File: config.mk
export PLATFORM = sky130hd
export DESIGN_NAME = wall_following_steering_controller_unit_flat
export DESIGN_NICKNAME = d
export VERILOG_FILES = /design/src/hdl/wfsc_pkg.sv /design/src/hdl/wfsc_in_if.sv /design/src/hdl/wfsc_out_if.sv /design/src/hdl/wfsc_steer.sv /design/src/hdl/wall_following_steering_controller_unit.sv /design/src/flat_wrapper.sv
export SDC_FILE = /design/constraint.sdc
export NUM_CORES = 1
export LEC_CHECK = 0
export ABC_AREA = 1
export BUFFER_PORTS_ARGS = -buffer_cell sky130_fd_sc_hd__buf_2
export CAP_MARGIN = 20
export CORE_MARGIN = 10
export CORE_UTILIZATION = 45
export DETAILED_ROUTE_END_ITERATION = 16
export PLACE_DENSITY = 0.63
export REMOVE_ABC_BUFFERS = 1
export SYNTH_ARGS = -nofsm -noshare
export SYNTH_HDL_FRONTEND = slang
export SYNTH_SLANG_ARGS = --single-unit
File: constraint.sdc
create_clock -name clk_i -period 8.1 [get_ports clk_i]
set_input_delay 0.405 -clock clk_i [delete_from_list [all_inputs] [get_ports clk_i]]
set_output_delay 0.405 -clock clk_i [all_outputs]
set_load 0.01 [all_outputs]
File: src/hdl/wfsc_pkg.sv
`timescale 1ns / 1ps

package wfsc_pkg;

  // Field widths
  localparam int unsigned TimeW    = 32;
  localparam int unsigned DistW    = 16;
  localparam int unsigned ClampW   = 11;
  localparam int unsigned SpeedW   = 11;
  localparam int unsigned RegIdxW  = 3;
  localparam int unsigned CfgDataW = 14;

  // Distance clamps in 1/16 cm
  localparam logic [DistW-1:0]  DeadZone = 16'd40;
  localparam logic [DistW-1:0]  FarLimit = 16'd1920;
  localparam logic [ClampW-1:0] FarValue = 11'd1600;

  // Steering limits
  localparam logic signed [12:0] SatCorr     = 13'sd180;
  localparam logic signed [8:0]  SatCorrPos  = 9'sd180;
  localparam logic signed [8:0]  SatCorrNeg  = -9'sd180;
  localparam logic signed [8:0]  StrongPos   = 9'sd250;
  localparam logic signed [8:0]  StrongNeg   = -9'sd250;
  localparam logic signed [11:0] SpeedMax    = 12'sd1250;

  typedef enum logic [1:0] {
    TRIG_NONE   = 2'd0,
    TRIG_LEFT   = 2'd1,
    TRIG_CENTER = 2'd2,
    TRIG_RIGHT  = 2'd3
  } trig_e;

  typedef enum logic [2:0] {
    ACT_NONE       = 3'd0,
    ACT_STOP       = 3'd1,
    ACT_TURN_LEFT  = 3'd2,
    ACT_TURN_RIGHT = 3'd3,
    ACT_FORWARD    = 3'd4
  } act_e;

  typedef enum logic [RegIdxW-1:0] {
    REG_SLOT_PERIOD   = 3'd0,
    REG_TURN_TIMEOUT  = 3'd1,
    REG_TURN_COOLDOWN = 3'd2,
    REG_CORNER_DIST   = 3'd3,
    REG_CLEAR_DIST    = 3'd4,
    REG_NEAR_WALL     = 3'd5,
    REG_CRUISE_SPEED  = 3'd6,
    REG_TURN_SPEED    = 3'd7
  } reg_idx_e;

  typedef struct packed {
    logic [9:0]  slot_period_ms;
    logic [13:0] turn_timeout_ms;
    logic [13:0] turn_cooldown_ms;
    logic [11:0] corner_distance;
    logic [11:0] clear_distance;
    logic [11:0] near_wall_distance;
    logic [9:0]  cruise_speed;
    logic [9:0]  turn_speed;
  } cfg_t;

  // Zero the dead zone, pull far readings in to the far value
  function automatic logic [ClampW-1:0] clamp_dist(input logic [DistW-1:0] d);
    logic [ClampW-1:0] v;
    if (d <= DeadZone) begin
      v = '0;
    end else if (d > FarLimit) begin
      v = FarValue;
    end else begin
      v = d[ClampW-1:0];
    end
    return v;
  endfunction

endpackage

File: src/hdl/wfsc_in_if.sv
`timescale 1ns / 1ps

interface wfsc_in_if;
  logic        valid;
  logic        ready;
  logic [31:0] now_ms;
  logic        auto_mode;
  logic [15:0] left_distance;
  logic [15:0] center_distance;
  logic [15:0] right_distance;

  modport source (
    output valid, now_ms, auto_mode, left_distance, center_distance, right_distance,
    input  ready
  );

  modport sink (
    input  valid, now_ms, auto_mode, left_distance, center_distance, right_distance,
    output ready
  );
endinterface

File: src/hdl/wfsc_out_if.sv
`timescale 1ns / 1ps

interface wfsc_out_if;
  logic        valid;
  logic        ready;
  logic [1:0]  trigger_sensor;
  logic [2:0]  motor_action;
  logic [10:0] left_speed;
  logic [10:0] right_speed;

  modport source (
    output valid, trigger_sensor, motor_action, left_speed, right_speed,
    input  ready
  );

  modport sink (
    input  valid, trigger_sensor, motor_action, left_speed, right_speed,
    output ready
  );
endinterface

File: src/hdl/wfsc_steer.sv
`timescale 1ns / 1ps

module wfsc_steer (
  input  logic [wfsc_pkg::ClampW-1:0] l_dist_i,
  input  logic [wfsc_pkg::ClampW-1:0] r_dist_i,
  input  logic [11:0]                 near_wall_i,
  input  logic [9:0]                  cruise_speed_i,
  output logic [wfsc_pkg::SpeedW-1:0] left_speed_o,
  output logic [wfsc_pkg::SpeedW-1:0] right_speed_o
);
  import wfsc_pkg::*;

  logic signed [11:0] diff;
  logic signed [16:0] diff_x;
  logic signed [16:0] prod;
  logic signed [12:0] quot;
  logic signed [8:0]  p_corr;
  logic signed [8:0]  corr;
  logic signed [11:0] base_x;
  logic signed [11:0] corr_x;
  logic signed [11:0] ls_raw;
  logic signed [11:0] rs_raw;

  // Proportional term: (l - r) * 18 as shift-add
  assign diff   = $signed({1'b0, l_dist_i}) - $signed({1'b0, r_dist_i});
  assign diff_x = {{5{diff[11]}}, diff};
  assign prod   = (diff_x <<< 4) + (diff_x <<< 1);

  // Divide by 16 rounding toward zero
  assign quot = $signed(prod[16:4]) + $signed({12'd0, prod[16] & (|prod[3:0])});

  // Saturate the proportional correction
  always_comb begin
    if (quot > SatCorr) begin
      p_corr = SatCorrPos;
    end else if (quot < -SatCorr) begin
      p_corr = SatCorrNeg;
    end else begin
      p_corr = quot[8:0];
    end
  end

  // Near a wall use the strong correction, left wall first
  always_comb begin
    if ({1'b0, l_dist_i} < near_wall_i) begin
      corr = StrongNeg;
    end else if ({1'b0, r_dist_i} < near_wall_i) begin
      corr = StrongPos;
    end else begin
      corr = p_corr;
    end
  end

  assign base_x = $signed({2'b00, cruise_speed_i});
  assign corr_x = {{3{corr[8]}}, corr};
  assign ls_raw = base_x - corr_x;
  assign rs_raw = base_x + corr_x;

  // Clamp wheel speeds to the legal range
  always_comb begin
    if (ls_raw < 0) begin
      left_speed_o = '0;
    end else if (ls_raw > SpeedMax) begin
      left_speed_o = SpeedMax[SpeedW-1:0];
    end else begin
      left_speed_o = ls_raw[SpeedW-1:0];
    end
    if (rs_raw < 0) begin
      right_speed_o = '0;
    end else if (rs_raw > SpeedMax) begin
      right_speed_o = SpeedMax[SpeedW-1:0];
    end else begin
      right_speed_o = rs_raw[SpeedW-1:0];
    end
  end

endmodule

File: src/hdl/wall_following_steering_controller_unit.sv
`timescale 1ns / 1ps
// Wall-following steering controller.
// in_i carries one poll per beat: millisecond tick, auto flag and the left,
// center and right distances in 1/16 cm. out_o returns one beat per poll with
// the sensor trigger, motor action and two wheel speeds.
// Configuration is a plain write port (cfg_we_i, cfg_idx_i, cfg_wdata_i); the
// user writes it only while no poll is in flight; the block does not enforce it.
// A poll is captured in the input register, evaluated from there, and its
// result is loaded into the output register.
// Throughput: one poll per cycle while out_o does not stall; the slot timer,
// rotation and turn state all update in the same cycle the poll is
// evaluated, so the next poll sees them. When out_o stalls, the output
// register holds its beat and the input register still takes one more poll;
// after that in_i.ready drops until the result beat is taken.
// Reset clears both pipeline valids and all controller state, and loads the
// configuration registers with their default values.
module wall_following_steering_controller_unit (
  input  logic                          clk_i,
  input  logic                          rst_ni,
  input  logic                          cfg_we_i,
  input  logic [wfsc_pkg::RegIdxW-1:0]  cfg_idx_i,
  input  logic [wfsc_pkg::CfgDataW-1:0] cfg_wdata_i,
  wfsc_in_if.sink                       in_i,
  wfsc_out_if.source                    out_o
);
  import wfsc_pkg::*;

  cfg_t cfg_q;

  // Input register
  logic              s1_valid_q;
  logic [TimeW-1:0]  s1_now_q;
  logic              s1_auto_q;
  logic [DistW-1:0]  s1_left_q;
  logic [DistW-1:0]  s1_center_q;
  logic [DistW-1:0]  s1_right_q;

  // Controller state
  logic [TimeW-1:0]  last_slot_q, last_slot_d;
  logic [1:0]        slot_q, slot_d;
  logic              turning_q, turning_d;
  logic [TimeW-1:0]  turn_start_q, turn_start_d;
  logic [TimeW-1:0]  turn_end_q, turn_end_d;

  // Result register
  logic              out_valid_q;
  trig_e             trig_q, trig_d;
  act_e              act_q, act_d;
  logic [SpeedW-1:0] ls_q, ls_d;
  logic [SpeedW-1:0] rs_q, rs_d;

  logic              out_load;
  logic [TimeW-1:0]  slot_elapsed;
  logic [TimeW-1:0]  turn_elapsed;
  logic [TimeW-1:0]  idle_elapsed;
  logic              slot_due;
  logic [ClampW-1:0] l_cl, c_cl, r_cl;
  logic [SpeedW-1:0] fwd_ls, fwd_rs;

  // Handshake: output register frees up, input register moves along
  assign out_load  = s1_valid_q && (!out_valid_q || out_o.ready);
  assign in_i.ready = !s1_valid_q || out_load;

  // Configuration writes
  always_ff @(posedge clk_i or negedge rst_ni) begin
    if (!rst_ni) begin
      cfg_q.slot_period_ms     <= 10'd20;
      cfg_q.turn_timeout_ms    <= 14'd450;
      cfg_q.turn_cooldown_ms   <= 14'd600;
      cfg_q.corner_distance    <= 12'd416;
      cfg_q.clear_distance     <= 12'd512;
      cfg_q.near_wall_distance <= 12'd176;
      cfg_q.cruise_speed       <= 10'd400;
      cfg_q.turn_speed         <= 10'd650;
    end else if (cfg_we_i) begin
      unique case (reg_idx_e'(cfg_idx_i))
        REG_SLOT_PERIOD:   cfg_q.slot_period_ms     <= cfg_wdata_i[9:0];
        REG_TURN_TIMEOUT:  cfg_q.turn_timeout_ms    <= cfg_wdata_i[13:0];
        REG_TURN_COOLDOWN: cfg_q.turn_cooldown_ms   <= cfg_wdata_i[13:0];
        REG_CORNER_DIST:   cfg_q.corner_distance    <= cfg_wdata_i[11:0];
        REG_CLEAR_DIST:    cfg_q.clear_distance     <= cfg_wdata_i[11:0];
        REG_NEAR_WALL:     cfg_q.near_wall_distance <= cfg_wdata_i[11:0];
        REG_CRUISE_SPEED:  cfg_q.cruise_speed       <= cfg_wdata_i[9:0];
        REG_TURN_SPEED:    cfg_q.turn_speed         <= cfg_wdata_i[9:0];
        default: ;
      endcase
    end
  end

  // Input register valid
  always_ff @(posedge clk_i or negedge rst_ni) begin
    if (!rst_ni) begin
      s1_valid_q <= 1'b0;
    end else if (in_i.ready) begin
      s1_valid_q <= in_i.valid;
    end
  end

  // Capture the poll payload
  always_ff @(posedge clk_i) begin
    if (in_i.valid && in_i.ready) begin
      s1_now_q    <= in_i.now_ms;
      s1_auto_q   <= in_i.auto_mode;
      s1_left_q   <= in_i.left_distance;
      s1_center_q <= in_i.center_distance;
      s1_right_q  <= in_i.right_distance;
    end
  end

  // Clamped distances and forward steering
  assign l_cl = clamp_dist(s1_left_q);
  assign c_cl = clamp_dist(s1_center_q);
  assign r_cl = clamp_dist(s1_right_q);

  wfsc_steer u_steer (
    .l_dist_i       (l_cl),
    .r_dist_i       (r_cl),
    .near_wall_i    (cfg_q.near_wall_distance),
    .cruise_speed_i (cfg_q.cruise_speed),
    .left_speed_o   (fwd_ls),
    .right_speed_o  (fwd_rs)
  );

  // Elapsed times, modulo 2^32
  assign slot_elapsed = s1_now_q - last_slot_q;
  assign turn_elapsed = s1_now_q - turn_start_q;
  assign idle_elapsed = s1_now_q - turn_end_q;
  assign slot_due     = slot_elapsed >= {22'd0, cfg_q.slot_period_ms};

  // Slot rotation and turn state machine
  always_comb begin
    last_slot_d  = last_slot_q;
    slot_d       = slot_q;
    turning_d    = turning_q;
    turn_start_d = turn_start_q;
    turn_end_d   = turn_end_q;
    trig_d       = TRIG_NONE;
    act_d        = ACT_NONE;
    ls_d         = '0;
    rs_d         = '0;

    if (!s1_auto_q) begin
      turning_d = 1'b0;
    end else if (slot_due) begin
      case (slot_q)
        2'd0: trig_d = TRIG_LEFT;
        2'd1: trig_d = TRIG_CENTER;
        default: begin
          trig_d = TRIG_RIGHT;
          if (turning_q) begin
            // End the turn when the front opens up or it runs too long
            if ({1'b0, c_cl} > cfg_q.clear_distance ||
                turn_elapsed > {18'd0, cfg_q.turn_timeout_ms}) begin
              act_d      = ACT_STOP;
              turning_d  = 1'b0;
              turn_end_d = s1_now_q;
            end
          end else if ({1'b0, c_cl} < cfg_q.corner_distance &&
                       idle_elapsed > {18'd0, cfg_q.turn_cooldown_ms}) begin
            // Start a turn toward the more open side
            act_d        = (l_cl >= r_cl) ? ACT_TURN_LEFT : ACT_TURN_RIGHT;
            ls_d         = {1'b0, cfg_q.turn_speed};
            rs_d         = {1'b0, cfg_q.turn_speed};
            turn_start_d = s1_now_q;
            turning_d    = 1'b1;
          end else begin
            act_d = ACT_FORWARD;
            ls_d  = fwd_ls;
            rs_d  = fwd_rs;
          end
        end
      endcase
      slot_d      = (slot_q >= 2'd2) ? 2'd0 : slot_q + 2'd1;
      last_slot_d = s1_now_q;
    end
  end

  // Controller state and result valid
  always_ff @(posedge clk_i or negedge rst_ni) begin
    if (!rst_ni) begin
      last_slot_q  <= '0;
      slot_q       <= '0;
      turning_q    <= 1'b0;
      turn_start_q <= '0;
      turn_end_q   <= '0;
      out_valid_q  <= 1'b0;
    end else begin
      if (out_load) begin
        last_slot_q  <= last_slot_d;
        slot_q       <= slot_d;
        turning_q    <= turning_d;
        turn_start_q <= turn_start_d;
        turn_end_q   <= turn_end_d;
      end
      if (out_load) begin
        out_valid_q <= 1'b1;
      end else if (out_o.ready) begin
        out_valid_q <= 1'b0;
      end
    end
  end

  // Result payload
  always_ff @(posedge clk_i) begin
    if (out_load) begin
      trig_q <= trig_d;
      act_q  <= act_d;
      ls_q   <= ls_d;
      rs_q   <= rs_d;
    end
  end

  assign out_o.valid          = out_valid_q;
  assign out_o.trigger_sensor = trig_q;
  assign out_o.motor_action   = act_q;
  assign out_o.left_speed     = ls_q;
  assign out_o.right_speed    = rs_q;

endmodule

File: src/flat_wrapper.sv
// flat-port wrapper written by rule: the top's interface ports become plain ports
module wall_following_steering_controller_unit_flat import wfsc_pkg::*;
  (clk_i, rst_ni, cfg_we_i, cfg_idx_i, cfg_wdata_i, in_i_valid, in_i_now_ms, in_i_auto_mode, in_i_left_distance, in_i_center_distance, in_i_right_distance, in_i_ready, out_o_valid, out_o_trigger_sensor, out_o_motor_action, out_o_left_speed, out_o_right_speed, out_o_ready);
  wfsc_in_if in_i_i ();
  wfsc_out_if out_o_i ();
  input  logic clk_i;
  input  logic rst_ni;
  input  logic cfg_we_i;
  input  logic [wfsc_pkg::RegIdxW-1:0] cfg_idx_i;
  input  logic [wfsc_pkg::CfgDataW-1:0] cfg_wdata_i;
  input wire logic [$bits(in_i_i.valid)-1:0] in_i_valid;
  input wire logic [$bits(in_i_i.now_ms)-1:0] in_i_now_ms;
  input wire logic [$bits(in_i_i.auto_mode)-1:0] in_i_auto_mode;
  input wire logic [$bits(in_i_i.left_distance)-1:0] in_i_left_distance;
  input wire logic [$bits(in_i_i.center_distance)-1:0] in_i_center_distance;
  input wire logic [$bits(in_i_i.right_distance)-1:0] in_i_right_distance;
  output wire logic [$bits(in_i_i.ready)-1:0] in_i_ready;
  output wire logic [$bits(out_o_i.valid)-1:0] out_o_valid;
  output wire logic [$bits(out_o_i.trigger_sensor)-1:0] out_o_trigger_sensor;
  output wire logic [$bits(out_o_i.motor_action)-1:0] out_o_motor_action;
  output wire logic [$bits(out_o_i.left_speed)-1:0] out_o_left_speed;
  output wire logic [$bits(out_o_i.right_speed)-1:0] out_o_right_speed;
  input wire logic [$bits(out_o_i.ready)-1:0] out_o_ready;
  assign in_i_i.valid = in_i_valid;
  assign in_i_i.now_ms = in_i_now_ms;
  assign in_i_i.auto_mode = in_i_auto_mode;
  assign in_i_i.left_distance = in_i_left_distance;
  assign in_i_i.center_distance = in_i_center_distance;
  assign in_i_i.right_distance = in_i_right_distance;
  assign in_i_ready = in_i_i.ready;
  assign out_o_valid = out_o_i.valid;
  assign out_o_trigger_sensor = out_o_i.trigger_sensor;
  assign out_o_motor_action = out_o_i.motor_action;
  assign out_o_left_speed = out_o_i.left_speed;
  assign out_o_right_speed = out_o_i.right_speed;
  assign out_o_i.ready = out_o_ready;
  wall_following_steering_controller_unit u_core (.clk_i(clk_i), .rst_ni(rst_ni), .cfg_we_i(cfg_we_i), .cfg_idx_i(cfg_idx_i), .cfg_wdata_i(cfg_wdata_i), .in_i(in_i_i), .out_o(out_o_i));
endmodule
==> metrics.cfg <==
[layout]
fin_cells = 3978
regArea_um2 = 8150
nets = 3602
fill_cells = 5007
multi_input_area_um2 = 12600
area_growth_pct = 13.1
drive_gt1_share_pct = 8.48
final_cell_mix = nand2_1, inv_1, nor2_1
final_common_cell = nand2_1

[sta]
rsz0062_at_grt = true
fmax_mhz = 133
finalCritPeriodShare_pct = 92.8
tightest_slew_ps = 1090
slew_violations = 0
clock_skew_ps = 18.1
hold_ws_ps = 24.8
hold_viol_final = 0
setup_viol = 0
finalCriticalPeriod_ps = 7510
relSlewSlack_pct = 27.2

[die]
die_x_um = 245
die_area_um2 = 59900
ios = 132
initial_core_util_pct = 45.4
rows = 82
core-area_um2 = 50100
die_h_um = 245

[cts]
tritoncts = built
worstSkewPairLatency_ps = 560
clockRootBuffer = clkbuf_16
cts.clk_slew.worst_paths_ps = 60
cts.sink_count = 303
clockBufferDepth = 3
cts-buffers-inserted = 37
cts_max_level = 2

[synth]
ys_ff_latch = 303
ys.flop_type = dfrtp_1
async_reset_ff_share_pct = 64.4
yosysSeqAreaShare_pct = 35.9
syn_inst = 3117
yosys_warnings = 0
synth-edff-count = 108
synth.distinct_cells = 51
synth_area_um2 = 22700
syn_avg_cell_area_um2 = 7.29

[drt]
drt_wl_total_um = 64600
ant_nets = 0
post-route-drc-count = 0
vias = 20700
wl_per_cell_um = 16.2
drtIter0Drc = 1501
viasPerCell = 5.21
drtPass1Iterations = 6

[power]
finalPower_mw = 8.10
power.switching_mw = 3.60
power.share.switching_pct = 44.4
seqPwrFrac_pct = 26.6
peakVddDrop_mv = 0.182
intPower_mw = 4.50
p_comb_share_pct = 51.8
powerDensity_nw_per_um2 = 315
power_leakage_nw = 12.8
clock_power_share_pct = 21.6

[flow_run]
cap_violations = 0

[grt]
grt_pass1_vias = 20200
grt_start_max_net_pins = 82
grt-ovfl-total = 0
grt_pass1_wl_um = 104000
globalRouteTotalUtil_pct = 21.3
antenna_found_initial = 4

[worst_hold_path]
worst_hold_startpoint = in_i_auto_mode
holdCritPathClass = input port to register

[placed_design]
dp.cells = 3881
port_buffers = 131
hpwlAfterDp_um = 51400
gp_congestion = 0.971

[status]
status = finished clean

[critical_path]
crit_buf_inv = 7
cp.arrival_ps = 7880
slowest_stage = edfxtp_1
required_ps = 8470
reg2reg_from = u_core.s1_right_q[0]
slowest_delay_ps = 410
cp-startpoint = u_core.s1_right_q[0]
critPathKind = register to register
cp-end-kind = register
path_max_fanout = 9
crit_top_cell = nand2_1
critPathTopFamily = simple AND/OR/NAND/NOR gates
startpoint_type = register

[area by class of cell]
| cell class | instances | share of cell area, % |
|---|---|---|
| clock buffers | 47 | 3.82 |
| flip-flops and latches | 303 | 31.7 |
| well taps | 672 | 3.27 |
| diodes | 3 | 0.0292 |
| multi-input cells | 2258 | 48.8 |
| clock inverters | 21 | 1.15 |
| inverters | 513 | 7.49 |
| repair buffers | 161 | 3.70 |
[kinds of logic after synthesis]
family	count (synthesis)	synth area share [%]
and+or+nand+nor	1406	26.0
buffers and inverters	558	9.53
AOI/OAI and AO/OA	538	12.6
DFF	303	35.9
adders and majority gates	225	12.6
xor gates and xnor gates	87	3.35
[metal layers]
layer	vias to the layer above	routed length (um)	GRT usage (%)
li1	10400	-	-
met1	9691	29800	28.4
met2	501	29700	35.3
met3	104	3500	2.90
met4	0	1520	6.23
met5	-	0	0
[stage by stage]
| stage | setup TNS, ps | instance area (um2) | setup slack (ps) | util, % |
|---|---|---|---|---|
| floorplan | 0 | 22500 | 1570 | - |
| global placement | 0 | 24000 | 536 | 48.0 |
| detailed placement | 0 | 24100 | 407 | 48.0 |
| CTS | 0 | 25600 | 352 | 51.1 |
| global route | -1040 | 25700 | -118 | 51.4 |
| finish | 0 | 25700 | 587 | 51.4 |
[cell usage after synthesis (all sizes together), types with 38 or more instances]
master	n	share of area, %
a21oi	196	4.3
dfrtp	171	19
edfxtp	108	14
ha	218	12
inv	513	8.5
nand2	853	14
nand3	161	3.8
nand4	38	1.1
nor2	272	4.8
nor3	38	0.92
o21ai	274	6.0
xor2	69	2.7
[state kept, by name (all words and copies together), names as in the netlist]
register	cells
u_core.cfg_q	94
u_core.last_slot_q	32
u_core.s1_now_q	32
u_core.turn_end_q	32
u_core.turn_start_q	32
u_core.s1_center_q	16
u_core.s1_left_q	16
u_core.s1_right_q	16
u_core.out_o.left_speed	11
u_core.out_o.right_speed	11
u_core.out_o.motor_action	3
u_core.out_o.trigger_sensor	2
u_core.slot_q	2
u_core.out_o.valid	1
u_core.s1_auto_q	1
u_core.s1_valid_q	1
u_core.turning_q	1
[final timing paths]
path	endpoint	slack [ps]	depth (start not counted)
max	u_core.out_o.left_speed[4]	590	51
min	u_core.s1_auto_q	20	1
max reg2reg	u_core.out_o.left_speed[4]	590	51
min reg2reg	u_core.cfg_q[85]	480	2
max in group asynchronous	u_core.turn_start_q[6]	6350	3
min in group asynchronous	u_core.turn_end_q[30]	390	2
[power groups by stage]
| stage | Clock (mW) | Combinational, mW | Sequential [mW] |
|---|---|---|---|
| 4_1_cts | 1.78 | 4.12 | 2.15 |
| 2_1_floorplan | 0 | 3.06 | 2.12 |
| 6_report | 1.75 | 4.20 | 2.16 |
| 5_1_grt | 1.85 | 4.78 | 2.19 |
| 3_3_place_gp | 0 | 4.01 | 2.17 |
| 3_5_place_dp | 0 | 4.08 | 2.18 |
[what timing repair did]
action	CTS	global route
endpoints found under the setup margin	0	22
hold endpoints to repair	78	0
hold buffers	23	0
gates resized for setup	0	27
setup buffers	0	1
Power figures use the tool's default switching activity.
